**config.mk**
```make
export PLATFORM = sky130hd
export DESIGN_NAME = linear_interp_resampler_top
export DESIGN_NICKNAME = d
export VERILOG_FILES = /design/src/rtl/lir_pkg.sv /design/src/rtl/lir_mem.sv /design/src/rtl/lir_ctrl.sv /design/src/rtl/lir_blend.sv /design/src/rtl/linear_interp_resampler_top.sv
export VERILOG_INCLUDE_DIRS = /design/src /design/src/rtl
export SDC_FILE = /design/constraint.sdc
export NUM_CORES = 2
export LEC_CHECK = 0
export ABC_AREA = 0
export BUFFER_PORTS_ARGS = -buffer_cell sky130_fd_sc_hd__buf_2
export CORE_MARGIN = 2
export CORE_UTILIZATION = 60
export CTS_CLUSTER_DIAMETER = 80
export DETAILED_ROUTE_END_ITERATION = 16
export PLACE_DENSITY = 0.77
export SLEW_MARGIN = 5
export SYNTH_ARGS = -nofsm -noshare
export SYNTH_HDL_FRONTEND = slang
export SYNTH_SLANG_ARGS = --single-unit
```
**constraint.sdc**
```tcl
create_clock -name clk_i -period 13 [get_ports clk_i]
set_input_delay 0.65 -clock clk_i [delete_from_list [all_inputs] [get_ports clk_i]]
set_output_delay 0.65 -clock clk_i [all_outputs]
set_load 0.02 [all_outputs]
```
**src/rtl/linear_interp_resampler_top_defines.svh**
```systemverilog
// Assertion macros shared by the resampler RTL.
`ifndef LINEAR_INTERP_RESAMPLER_TOP_DEFINES_SVH
`define LINEAR_INTERP_RESAMPLER_TOP_DEFINES_SVH

`ifndef SYNTH

// Check a property on a given clock with an active-low reset.
`define LIR_ASSERT_CLK(lbl, clk, rstn, prop, msg) \
  lbl: assert property (@(posedge clk) disable iff (!rstn) (prop)) else $error(msg);

// Check a property on the module's own clk_i and rst_ni.
`define LIR_ASSERT(lbl, prop, msg) \
  `LIR_ASSERT_CLK(lbl, clk_i, rst_ni, prop, msg)

`else

`define LIR_ASSERT_CLK(lbl, clk, rstn, prop, msg)
`define LIR_ASSERT(lbl, prop, msg)

`endif

`endif

```
**src/rtl/lir_pkg.sv**
```systemverilog
// Shared types and constants of the linear interpolation resampler.
`timescale 1ns / 1ps

package lir_pkg;

  localparam int MAX_CH_DEF      = 8;
  localparam int SAMPLE_BITS_DEF = 32;

  localparam int SAMPLE_W   = 32;
  localparam int CHAN_W     = 3;
  localparam int FRAC_W     = 16;
  localparam int STEP_W     = 24;
  localparam int CNT_W      = 4;
  localparam int SKIP_W     = 8;
  localparam int CFG_IDX_W  = 2;
  localparam int CFG_DATA_W = 24;

  localparam logic [STEP_W-1:0] STEP_ONE = 24'h010000;

  typedef enum logic [CFG_IDX_W-1:0] {
    CFG_CHANNEL_COUNT = 2'd0,
    CFG_STEP_RATIO    = 2'd1
  } cfg_reg_e;

  // What travels with one item from the control stage into the datapath.
  typedef struct packed {
    logic              emit;
    logic              first;
    logic              last;
    logic [CHAN_W-1:0] chan;
    logic [FRAC_W-1:0] frac;
  } lir_tag_t;

endpackage

```
**src/rtl/lir_mem.sv**
```systemverilog
// Per-channel held-sample memory, single port, read-first, registered read.
`timescale 1ns / 1ps

module lir_mem #(
  parameter int DEPTH  = 8,
  parameter int DATA_W = 32,
  parameter int ADDR_W = 3
) (
  input  logic              clk_i,
  input  logic              en_i,
  input  logic [ADDR_W-1:0] addr_i,
  input  logic [DATA_W-1:0] wdata_i,
  output logic [DATA_W-1:0] rdata_o
);

  logic [DATA_W-1:0] held_mem [DEPTH];
  logic [DATA_W-1:0] rdata_q;

  // Read the old entry and write the new sample in the same beat.
  always_ff @(posedge clk_i) begin
    if (en_i) begin
      rdata_q          <= held_mem[addr_i];
      held_mem[addr_i] <= wdata_i;
    end
  end

  assign rdata_o = rdata_q;

endmodule

```
**src/rtl/lir_ctrl.sv**
```systemverilog
// Configuration registers, input handshake and position tracking of the resampler.
`timescale 1ns / 1ps
`include "linear_interp_resampler_top_defines.svh"

module lir_ctrl #(
  parameter int MAX_CH      = lir_pkg::MAX_CH_DEF,
  parameter int SAMPLE_BITS = lir_pkg::SAMPLE_BITS_DEF,
  parameter int IDX_W       = 3
) (
  input  logic                           clk_i,
  input  logic                           rst_ni,
  input  logic                           cfg_valid_i,
  output logic                           cfg_ready_o,
  input  logic [lir_pkg::CFG_IDX_W-1:0]  cfg_index_i,
  input  logic [lir_pkg::CFG_DATA_W-1:0] cfg_data_i,
  input  logic [lir_pkg::SAMPLE_W-1:0]   sample_i,
  input  logic                           last_sample_i,
  input  logic                           in_valid_i,
  output logic                           in_stall_o,
  input  logic                           pipe_free_i,
  output logic                           acc_o,
  output logic [IDX_W-1:0]               ch_o,
  output logic [SAMPLE_BITS-1:0]         cur_o,
  output lir_pkg::lir_tag_t              tag_o
);

  localparam logic [lir_pkg::CNT_W:0] MAX_CNT  = (lir_pkg::CNT_W + 1)'(MAX_CH);
  localparam logic [IDX_W-1:0]        IDX_LAST = IDX_W'(MAX_CH - 1);

  logic [lir_pkg::CNT_W-1:0]  cnt_q;
  logic [lir_pkg::STEP_W-1:0] step_q;
  logic [IDX_W-1:0]           chidx_q, chidx_d;
  logic [lir_pkg::SKIP_W-1:0] skip_q, skip_d;
  logic [lir_pkg::FRAC_W-1:0] phase_q, phase_d;
  logic                       first_q, first_d;

  logic [lir_pkg::CNT_W:0]    cnt_eff;
  logic [IDX_W-1:0]           ch;
  logic                       close;
  logic [lir_pkg::STEP_W-1:0] step_eff;
  logic [lir_pkg::SKIP_W-1:0] whole;
  logic [lir_pkg::FRAC_W-1:0] part;
  logic [lir_pkg::FRAC_W:0]   sum;
  logic                       emit;
  logic                       acc;

  assign cfg_ready_o = 1'b1;

  always_ff @(posedge clk_i or negedge rst_ni) begin
    if (!rst_ni) begin
      cnt_q  <= lir_pkg::CNT_W'(1);
      step_q <= lir_pkg::STEP_ONE;
    end else if (cfg_valid_i) begin
      unique case (lir_pkg::cfg_reg_e'(cfg_index_i))
        lir_pkg::CFG_CHANNEL_COUNT: cnt_q  <= cfg_data_i[lir_pkg::CNT_W-1:0];
        lir_pkg::CFG_STEP_RATIO:    step_q <= cfg_data_i[lir_pkg::STEP_W-1:0];
        default: ;
      endcase
    end
  end

  // Clamp the channel count and the step into their legal ranges.
  always_comb begin
    cnt_eff = {1'b0, cnt_q};
    if (cnt_eff == '0) begin
      cnt_eff = (lir_pkg::CNT_W + 1)'(1);
    end else if (cnt_eff > MAX_CNT) begin
      cnt_eff = MAX_CNT;
    end
  end

  assign step_eff = (step_q < lir_pkg::STEP_ONE) ? lir_pkg::STEP_ONE : step_q;
  assign whole    = step_eff[lir_pkg::STEP_W-1:lir_pkg::FRAC_W];
  assign part     = step_eff[lir_pkg::FRAC_W-1:0];
  assign sum      = {1'b0, phase_q} + {1'b0, part};

  assign ch    = (chidx_q > IDX_LAST) ? IDX_LAST : chidx_q;
  assign close = ((lir_pkg::CNT_W + 1)'(ch) + (lir_pkg::CNT_W + 1)'(1)) >= cnt_eff;
  assign emit  = first_q || (skip_q == '0);

  assign acc        = in_valid_i && pipe_free_i;
  assign in_stall_o = !pipe_free_i;

  always_comb begin
    chidx_d = chidx_q;
    skip_d  = skip_q;
    phase_d = phase_q;
    first_d = first_q;
    if (acc) begin
      if (close) begin
        chidx_d = '0;
        if (first_q) begin
          skip_d  = whole;
          phase_d = part;
          first_d = 1'b0;
        end else if (skip_q == '0) begin
          phase_d = sum[lir_pkg::FRAC_W-1:0];
          skip_d  = whole + lir_pkg::SKIP_W'(sum[lir_pkg::FRAC_W]) - lir_pkg::SKIP_W'(1);
        end else begin
          skip_d = skip_q - lir_pkg::SKIP_W'(1);
        end
      end else begin
        chidx_d = ch + IDX_W'(1);
      end
      // The final beat restarts the stream, even in mid-frame.
      if (last_sample_i) begin
        chidx_d = '0;
        skip_d  = '0;
        phase_d = '0;
        first_d = 1'b1;
      end
    end
  end

  always_ff @(posedge clk_i or negedge rst_ni) begin
    if (!rst_ni) begin
      chidx_q <= '0;
      skip_q  <= '0;
      phase_q <= '0;
      first_q <= 1'b1;
    end else begin
      chidx_q <= chidx_d;
      skip_q  <= skip_d;
      phase_q <= phase_d;
      first_q <= first_d;
    end
  end

  assign acc_o       = acc;
  assign ch_o        = ch;
  assign cur_o       = sample_i[SAMPLE_BITS-1:0];
  assign tag_o.emit  = emit;
  assign tag_o.first = first_q;
  assign tag_o.last  = last_sample_i;
  assign tag_o.chan  = lir_pkg::CHAN_W'(ch);
  assign tag_o.frac  = phase_q;

  `LIR_ASSERT(a_last_restarts, acc && last_sample_i |=> first_q && chidx_q == '0 && skip_q == '0 && phase_q == '0, "final beat did not restart the stream")
  `LIR_ASSERT(a_chidx_range, chidx_q <= IDX_LAST, "channel index beyond channel limit")
  `LIR_ASSERT(a_first_close, acc && first_q && close && !last_sample_i |=> !first_q && skip_q == $past(whole), "first frame close loaded wrong skip")

endmodule

```
**src/rtl/lir_blend.sv**
```systemverilog
// Interpolation datapath: multiply, round and output register with stall propagation.
`timescale 1ns / 1ps
`include "linear_interp_resampler_top_defines.svh"

module lir_blend #(
  parameter int SAMPLE_BITS = lir_pkg::SAMPLE_BITS_DEF
) (
  input  logic                          clk_i,
  input  logic                          rst_ni,
  input  logic                          acc_i,
  input  lir_pkg::lir_tag_t             tag_i,
  input  logic [SAMPLE_BITS-1:0]        cur_i,
  input  logic [SAMPLE_BITS-1:0]        prev_i,
  output logic                          pipe_free_o,
  output logic [lir_pkg::SAMPLE_W-1:0]  out_sample_o,
  output logic [lir_pkg::CHAN_W-1:0]    out_channel_o,
  output logic                          sample_valid_o,
  output logic                          end_of_stream_o,
  output logic                          out_valid_o,
  input  logic                          out_stall_i
);

  localparam int NW = SAMPLE_BITS + 18;

  logic                           s1_v_q;
  lir_pkg::lir_tag_t              s1_tag_q;
  logic signed [SAMPLE_BITS-1:0]  s1_cur_q;
  logic                           s2_v_q;
  lir_pkg::lir_tag_t              s2_tag_q;
  logic signed [SAMPLE_BITS-1:0]  s2_prev_q;
  logic signed [NW-1:0]           s2_prod_q;
  logic                           out_v_q;
  logic [lir_pkg::SAMPLE_W-1:0]   out_smp_q;
  logic [lir_pkg::CHAN_W-1:0]     out_chan_q;
  logic                           out_sv_q;
  logic                           out_eos_q;

  logic                           out_free, s2_free, s1_free;
  logic signed [SAMPLE_BITS-1:0]  prev_eff;
  logic signed [SAMPLE_BITS:0]    diff;
  logic signed [lir_pkg::FRAC_W:0] frac_s;
  logic signed [NW-1:0]           prod;
  logic signed [NW-1:0]           prev_w, num, rnd, sumr;
  logic signed [SAMPLE_BITS-1:0]  res;

  // A stage takes a new beat when it is empty or its content moves on.
  assign out_free    = !out_v_q || !out_stall_i;
  assign s2_free     = !s2_v_q || out_free;
  assign s1_free     = !s1_v_q || s2_free;
  assign pipe_free_o = s1_free;

  always_ff @(posedge clk_i or negedge rst_ni) begin
    if (!rst_ni) begin
      s1_v_q  <= 1'b0;
      s2_v_q  <= 1'b0;
      out_v_q <= 1'b0;
    end else begin
      if (s1_free) begin
        s1_v_q <= acc_i && (tag_i.emit || tag_i.last);
      end
      if (s2_free) begin
        s2_v_q <= s1_v_q;
      end
      if (out_free) begin
        out_v_q <= s2_v_q;
      end
    end
  end

  // Frame zero passes through: blend the sample with itself at zero fraction.
  assign prev_eff = s1_tag_q.first ? s1_cur_q : $signed(prev_i);
  assign diff     = {s1_cur_q[SAMPLE_BITS-1], s1_cur_q} - {prev_eff[SAMPLE_BITS-1], prev_eff};
  assign frac_s   = s1_tag_q.first ? '0 : $signed({1'b0, s1_tag_q.frac});
  assign prod     = diff * frac_s;

  assign prev_w = NW'(s2_prev_q);
  assign num    = (prev_w <<< lir_pkg::FRAC_W) + s2_prod_q;
  assign rnd    = num[NW-1] ? NW'(32767) : NW'(32768);
  assign sumr   = num + rnd;
  assign res    = sumr[SAMPLE_BITS+lir_pkg::FRAC_W-1:lir_pkg::FRAC_W];

  always_ff @(posedge clk_i) begin
    if (acc_i) begin
      s1_tag_q <= tag_i;
      s1_cur_q <= cur_i;
    end
    if (s2_free && s1_v_q) begin
      s2_tag_q  <= s1_tag_q;
      s2_prev_q <= prev_eff;
      s2_prod_q <= prod;
    end
    if (out_free && s2_v_q) begin
      out_smp_q  <= s2_tag_q.emit ? lir_pkg::SAMPLE_W'(res) : '0;
      out_chan_q <= s2_tag_q.chan;
      out_sv_q   <= s2_tag_q.emit;
      out_eos_q  <= s2_tag_q.last;
    end
  end

  assign out_valid_o     = out_v_q;
  assign out_sample_o    = out_smp_q;
  assign out_channel_o   = out_chan_q;
  assign sample_valid_o  = out_sv_q;
  assign end_of_stream_o = out_eos_q;

  `LIR_ASSERT(a_marker_form, out_v_q && !out_sv_q |-> out_eos_q && out_smp_q == '0, "bare marker malformed")
  `LIR_ASSERT(a_s2_hold, s2_v_q && !s2_free |=> s2_v_q, "stalled beat dropped from stage two")
  `LIR_ASSERT(a_first_emits, s1_v_q && s1_tag_q.first |-> s1_tag_q.emit, "frame zero beat without sample")

endmodule

```
**src/rtl/linear_interp_resampler_top.sv**
```systemverilog
// Top level of the linear interpolation resampler.
`timescale 1ns / 1ps

// Linear interpolation resampler for interleaved multichannel audio. One
// signed sample enters per beat, channels in frame order, and the block takes
// a new beat every cycle while in_stall is low. A result passes, in order,
// through the registered read of the per-channel held-sample memory, the
// difference times fraction multiply, and the add and round half away
// from zero. Frame zero of a stream passes through; later output frames
// blend the previous and current frame at the 8.16 position set by
// step_ratio, and skipped frames give no result. The beat with last_sample
// always yields a result flagged end_of_stream (sample_valid low when it
// carries no sample) and restarts the stream. Three result slots sit between
// input and output, so input stall rises only when those are full and the
// output is stalled. Write channel_count and step_ratio only while idle.
module linear_interp_resampler_top #(
  parameter int MAX_CH      = lir_pkg::MAX_CH_DEF,
  parameter int SAMPLE_BITS = lir_pkg::SAMPLE_BITS_DEF
) (
  input  logic                           clk_i,
  input  logic                           rst_ni,
  // configuration write channel
  input  logic                           cfg_valid_i,
  output logic                           cfg_ready_o,
  input  logic [lir_pkg::CFG_IDX_W-1:0]  cfg_index_i,
  input  logic [lir_pkg::CFG_DATA_W-1:0] cfg_data_i,
  // input sample beats
  input  logic                           in_valid_i,
  output logic                           in_stall_o,
  input  logic [lir_pkg::SAMPLE_W-1:0]   sample_i,
  input  logic                           last_sample_i,
  // result beats
  output logic                           out_valid_o,
  input  logic                           out_stall_i,
  output logic [lir_pkg::SAMPLE_W-1:0]   out_sample_o,
  output logic [lir_pkg::CHAN_W-1:0]     out_channel_o,
  output logic                           sample_valid_o,
  output logic                           end_of_stream_o
);

  localparam int IDX_W = (MAX_CH > 1) ? $clog2(MAX_CH) : 1;

  logic                   acc;
  logic                   pipe_free;
  logic [IDX_W-1:0]       ch;
  logic [SAMPLE_BITS-1:0] cur;
  logic [SAMPLE_BITS-1:0] prev;
  lir_pkg::lir_tag_t      tag;

  // Position tracking, registers and input handshake.
  lir_ctrl #(
    .MAX_CH      (MAX_CH),
    .SAMPLE_BITS (SAMPLE_BITS),
    .IDX_W       (IDX_W)
  ) u_ctrl (
    .clk_i         (clk_i),
    .rst_ni        (rst_ni),
    .cfg_valid_i   (cfg_valid_i),
    .cfg_ready_o   (cfg_ready_o),
    .cfg_index_i   (cfg_index_i),
    .cfg_data_i    (cfg_data_i),
    .sample_i      (sample_i),
    .last_sample_i (last_sample_i),
    .in_valid_i    (in_valid_i),
    .in_stall_o    (in_stall_o),
    .pipe_free_i   (pipe_free),
    .acc_o         (acc),
    .ch_o          (ch),
    .cur_o         (cur),
    .tag_o         (tag)
  );

  // Every accepted beat reads the channel's previous sample and stores the new one.
  lir_mem #(
    .DEPTH  (MAX_CH),
    .DATA_W (SAMPLE_BITS),
    .ADDR_W (IDX_W)
  ) u_mem (
    .clk_i   (clk_i),
    .en_i    (acc),
    .addr_i  (ch),
    .wdata_i (cur),
    .rdata_o (prev)
  );

  // Blend, round and hold the result until it is taken.
  lir_blend #(
    .SAMPLE_BITS (SAMPLE_BITS)
  ) u_blend (
    .clk_i           (clk_i),
    .rst_ni          (rst_ni),
    .acc_i           (acc),
    .tag_i           (tag),
    .cur_i           (cur),
    .prev_i          (prev),
    .pipe_free_o     (pipe_free),
    .out_sample_o    (out_sample_o),
    .out_channel_o   (out_channel_o),
    .sample_valid_o  (sample_valid_o),
    .end_of_stream_o (end_of_stream_o),
    .out_valid_o     (out_valid_o),
    .out_stall_i     (out_stall_i)
  );

endmodule
```
# ---- After elaboration in Yosys (flattened, before gate mapping)
# Memories as Yosys holds them, arrays and structs flattened. A register that Yosys moved wholly into a read port is not among the register bits.
# Index checks and enable logic that the tools add are counted.
# W data, S select, Z words.
dict set report totals {
  romBits 0
  wordCells 84
  out_inout_bits 40
  regBits 237
  ram_bits 256
  latch_bits 0
  mem_count 1
}
dict set report classes {
  reduce_logical 23
  n_lt_le_gt_ge 4
  shifts 0
  n_eq_ne 1
  bitwise 0
  n_mux 21
  add_sub_neg 9
  mul 1
  div 0
}
# name depth width read_ports rd_ports_with_merged_regs write_ports line
set mem_list {}
lappend mem_list {u_mem.held_mem 8 32 1 1 1 lir_mem.sv:16} ;# logic [DATA_W-1:0] held_mem [DEPTH];
# op count
set ops {}
lappend ops {{$mux W16} 6}
lappend ops {{$add A48 B50 Y50} 1}
lappend ops {{$mul A33 B17 Y50} 1}
lappend ops {{$add A48 B48 Y48} 1}
lappend ops {{$sub A32 B32 Y33} 1}
lappend ops {{$mux W32} 1}
lappend ops {{$mux W8} 4}
lappend ops {{$lt A24 B17 Y1 const B} 1}
lappend ops {{$mux W24} 1}
lappend ops {{$add A16 B16 Y17} 1}
lappend ops {{$sub A8 B1 Y8 const B} 2}
lappend ops {{$mux W3} 3}
lappend ops {{$add A8 B1 Y8} 1}
lappend ops {{$logic_not A8 Y1} 1}
lappend ops {{$reduce_and A2 Y1} 3}
lappend ops {{$ge A5 B5 Y1} 1}
lappend ops {{$logic_not A1 Y1} 5}
lappend ops {{$logic_or A1 B1 Y1} 5}
lappend ops {{$mux W5} 1}
lappend ops {{$add A3 B1 Y4 const B} 1}
lappend ops {{$gt A4 B4 Y1 const B} 1}
lappend ops {{$logic_and A1 B1 Y1} 4}
lappend ops {{$logic_not A4 Y1} 1}
lappend ops {{$mux W1} 4}
lappend ops {{other kinds (8)} 8}

# ---- Longest topological paths before layout
dict set report logic_depth {
  ltp_word 9
  ltp_mapped 39
  depth_no_buf 36
}

# ---- Cells and area by module
# Synthesis repeated with hierarchy kept, for this count alone.
dict set report hier_totals {
  hier_cells 4035
  hier_area_um2 44311.2
}
# module seq_area_each_um2 area_each_um2 cells_each instances
set modules_own_cells {}
lappend modules_own_cells {lir_blend 5420.2 29497.0 3160 1}
lappend modules_own_cells {lir_mem 8648.3 10820.4 453 1}
lappend modules_own_cells {lir_ctrl 1405.1 3993.8 422 1}

# ---- Least setup slack after synthesis
# OpenSTA, ideal clock, no wires.
dict set report synth_path {
  path_kind {reg-to-reg}
  start {reg u_blend.s1_tag_q[20] (netlist name)}
  end {reg u_blend.s2_prod_q[42], data pin}
  arrival_ns 9.846
  path_buffers 4
  stages_incl_launch_ff 37
  slack_ns 2.888
  path_cell_list {edfxtp_1 -> clkbuf_1 -> clkbuf_1 -> clkbuf_1 -> mux2i_1 -> fa_1 -> a21o_1 -> a21o_1 -> a2111o_1 -> nand4_1 -> nand2_1 -> a211oi_1 -> o211ai_1 -> a21oi_1 -> xnor2_1 -> clkbuf_1 -> nand2_1 -> fa_1 -> fa_1 -> fa_1 -> inv_1 -> fa_1 -> fa_1 -> inv_1 -> fa_1 -> inv_1 -> ha_1 -> a21o_1 -> a21o_1 -> a21o_1 -> a21oi_1 -> nor2b_1 -> or4_1 -> o32ai_1 -> nor2_1 -> o41ai_1 -> xnor2_1}
}
dict set report synth_via {
  elab_chain_len 3
}
# item line
set synth_rtl {}
lappend synth_rtl {{start: declaration} lir_blend.sv:26} ;# lir_pkg::lir_tag_t s1_tag_q;
lappend synth_rtl {{start signal: assignment} lir_blend.sv:84} ;# s1_tag_q <= tag_i;
lappend synth_rtl {{$mux W32} lir_blend.sv:71} ;# assign prev_eff = s1_tag_q.first ? s1_cur_q : $signed(prev_i);
lappend synth_rtl {{$sub A32 B32 Y33} lir_blend.sv:72} ;# assign diff = {s1_cur_q[SAMPLE_BITS-1], s1_cur_q} - {prev_eff[SAMPLE_BITS-1], prev_eff};
lappend synth_rtl {{$mul A33 B17 Y50 (*)} lir_blend.sv:74} ;# assign prod = diff * frac_s;
lappend synth_rtl {{net u_blend.prod[42]} lir_blend.sv:42} ;# logic signed [NW-1:0] prod;
lappend synth_rtl {{end signal: assignment} lir_blend.sv:90} ;# s2_prod_q <= prod;
lappend synth_rtl {{end: declaration} lir_blend.sv:31} ;# logic signed [NW-1:0] s2_prod_q;
# The timed path passes the listed nets; every way through them passes the cells marked *.
# A chain may end at the register's enable or synchronous reset.

# ---- Worst setup path after layout
dict set report layout_path {
  start {reg u_blend.s1_tag_q[20] (netlist name)}
  end {reg u_blend.s2_prod_q[46], data pin}
}
# Same word-level chain as after synthesis.

==> results.txt <==
----------------------------------------------------
[Logic synthesis]
  Number of synthesized flops with an enable pin ... 466
  Async set-or-reset flop fraction in the synthesized netlist ... 11.2%
  Multiplexer share of the synthesized area ... 1.63%
  Post-synthesis sequential area ratio ... 35.7%
  Post-synthesis instance total ... 4,084
  Warning count from the yosys run ... 0
  Primary FF master, synth ... edfxtp_1
  Synthesized flop and latch total ... 525
  Xor/xnor share of the synthesized area ... 2.71%
  Share of the synthesized area in compound gates (AO/OA/AOI/OAI) ... 10.3%
  Mapped cell area ... 43,400 um^2
  Number of unique standard cell types used by synthesis ... 94
  Simple-gate share of the synthesized area ... 12.6%
  Average instance area after synthesis ... 10.6 um^2
  Net count after synthesis ... 4,879
  Adder and majority cell fraction of the synthesized area ... 29.9%
  Combinational family with the most area after synthesis ... adder cells

[GRT]
  Maximum number of pins on one net before global-route repair ... 77
  Total routing resource utilization after global routing ... 31.8%
  First-pass GRT wire length ... 181,000 um
  Number of antenna violations at the first check in global routing ... 4
  Overflow left after global routing ... 0
  Via count of the first global-routing pass ... 32,200

[Drt]
  M1 wire length ... 44,400 um
  # DRC ... 0
  Antenna-violating nets left ... 0
  Violation count after the first detailed-routing iteration ... 3,086
  Met2 routed wirelength ... 54,700 um
  Max layer used ... met5
  Via density per instance ... 6.12
  Detailed-route wire length per cell ... 22.5 um
  First-pass iteration count of the detailed router ... 6
  Met3 wire length ... 11,000 um
  Final Routed Wirelength ... 116,000 um
  Via Count ... 31,500

[Clock network]
  CTS H-Tree Depth ... 2
  Maximum buffer depth of the clock tree ... 3
  CTS Sinks ... 525
  Clock root buffer ... clkbuf_16
  Clock buffer count from CTS ... 52
  CTS tree ... built
  Later-pin clock latency in the skew report ... 0.62 ns
  Clock Pin Slew Worst Setup and Hold Paths ... 0.06 ns
  # hold bufs at CTS ... 0
  Number of instances resized during post-cts repair ... 0
  Setup Fix Bufs, Post-CTS ... 0

[Timing]
  Unrepaired setup endpoints after global routing ... no
  Setup tns final ... 0 ns
  Final cycle utilization of the critical path ... 87.3%
  Final clock skew ... 0.0372 ns
  Upper clock frequency limit ... 0.0881 GHz
  Final setup fails ... 0
  Number of max-slew violations in the final report ... 0
  Headroom to the max-slew limit ... 18.3%
  Final count of hold timing violations ... 0
  Slew at the pin with the worst max-slew slack ... 1.22 ns
  Final period demand of the worst path ... 11.35 ns

[Setup path]
  Required time of the worst setup path ... 13.32 ns
  Largest fanout on the critical path ... 60
  Launching instance or port of the critical path ... u_blend.s1_tag_q[20]
  Category of the most critical setup path ... reg -> reg
  Worst path most repeated cell ... fa_1
  Worst setup EP type ... flop
  Category of the worst setup path launch point ... flop
  Worst R2R Start ... u_blend.s1_tag_q[20]
  Cell with the largest stage delay on the worst path ... buf_4
  CP max stage delay ... 0.72 ns
  Arrival time of the worst setup path ... 11.67 ns

[Flow run]
  Max Cap Viol ... 0

[Layout]
  Highest-count cells in the layout ignoring fill and taps ... inv_1 (663), fa_1 (506), edfxtp_1 (466), nand2_1 (455), nor2_1 (270)
  Final-layout fill cell count ... 5,518
  Layout net count ... 4,939
  Layout area overhead ... 7.73%
  Most common cell after layout, fill and taps aside ... inv_1
  Total non-filler cell area in the finished layout ... 46,700 um^2
  Layout cells sized above 1 ... 8.34%

[Outcome]
  Outcome ... complete, no violations

[Die]
  Effective utilization at floorplan ... 60.7%
  Core area ... 71,500 um^2
  Floorplan die height ... 273 um
  Floorplan die width ... 273 um
  Floorplan die area ... 74,400 um^2
  Standard-cell rows ... 98
  Number of top-level pins ... 104

[Place]
  Count of buffers from port buffering ... 102
  Placed instance area ... 45,100 um^2
  Last weighted congestion value of the routability-driven placer ... 0.989
  Placed wire-length estimate after detailed placement ... 84,900 um

[Min path]
  Class of the tightest hold or removal check ... in -> async

----------------------------------------------------
synth_stat cells (all sizes together), types with 38 or more instances:
| master | n | area (um^2) |
|---|---|---|
| dfrtp | 56 | 1400 |
| nor2b | 43 | 269 |
| mux2i | 38 | 380 |
| xnor2 | 83 | 727 |
| nand2 | 456 | 1710 |
| nand3 | 41 | 205 |
| nor3 | 51 | 275 |
| xor2 | 51 | 447 |
| and2 | 70 | 440 |
| ha | 225 | 2820 |
| nor2 | 272 | 1030 |
| inv | 664 | 2490 |
| clkbuf | 152 | 571 |
| edfxtp | 466 | 14000 |
| a22oi | 132 | 991 |
| a21oi | 133 | 673 |
| a21o | 72 | 541 |
| fa | 506 | 10100 |
| nand4 | 61 | 397 |
| o21ai | 93 | 469 |
critical path: cells and delay by family, from the launching register on:
family | cells | cell delay, ns
buf+inv | 4 | 0.86
simple gates | 5 | 1.36
fa+ha+maj | 8 | 3.68
xor+xnor | 2 | 0.63
flops | 1 | 0.46
compound gates | 12 | 3.70
mux | 1 | 0.33
layer usage:
layer / track usage (%) / up-vias
met2: 51.7 / 1621
li1: - / 13800
met3: 5.54 / 358
met1: 42.0 / 15700
met5: 0 / -
met4: 14.7 / 4
metrics by stage:
| step | utilization (%) | instances | hold slack (ns) | worst slack (ns) |
|---|---|---|---|---|
| global placement | 63.0 | 5040 | 0.402 | 2.21 |
| finish | 65.3 | 5138 | 0.202 | 1.65 |
| global route | 65.3 | 5136 | 0.277 | 1.09 |
| detailed placement | 63.0 | 5040 | 0.407 | 1.91 |
| floorplan | - | 4084 | 0.354 | 2.89 |
| CTS | 65.3 | 5135 | 0.235 | 1.80 |
kinds of logic after synthesis:
kind of cell	after synthesis
fa+ha+maj	731
flops	525
simple gates	1157
buf+inv	828
other cells	1
mux	67
compound gates	641
xor+xnor	134
final timing paths:
kind / slack, ns / end / cells past startpoint
max: 1.65 / u_blend.s2_prod_q[46] / 32
min: 0.20 / u_blend.s1_v_q / 2
max reg2reg: 1.65 / u_blend.s2_prod_q[46] / 32
min reg2reg: 0.41 / u_blend.s2_tag_q[16] / 0
max in group asynchronous: 12.25 / u_ctrl.phase_q[7] / 2
min in group clk_i: 0.29 / u_ctrl.step_q[13] / 2
state kept, by name (all words and copies together), names as in the netlist, 16 cells and up:
signal and cells:
u_blend.s1_tag_q 22, u_blend.s2_prod_q 50, u_blend.out_sample_o 32, u_mem.held_mem 256, u_mem.rdata_o 32, u_blend.s2_prev_q 32
u_ctrl.phase_q 16, u_blend.s1_cur_q 32, u_ctrl.step_q 24
layout make-up:
type,instances,area [um^2],share of cell area [%]
clock buffer,64,1380,2.95
antenna,3,7.51,0.0161
timing repair buffer,170,1020,2.19
clock inverter,31,273,0.584
tap,950,1190,2.54
sequential,525,15500,33.1
inverter,664,2490,5.34
multi-input combinational,2731,24900,53.3
Power is not shown: default switching activity piles up to over one toggle a cycle in this logic, so the estimate is an artifact.
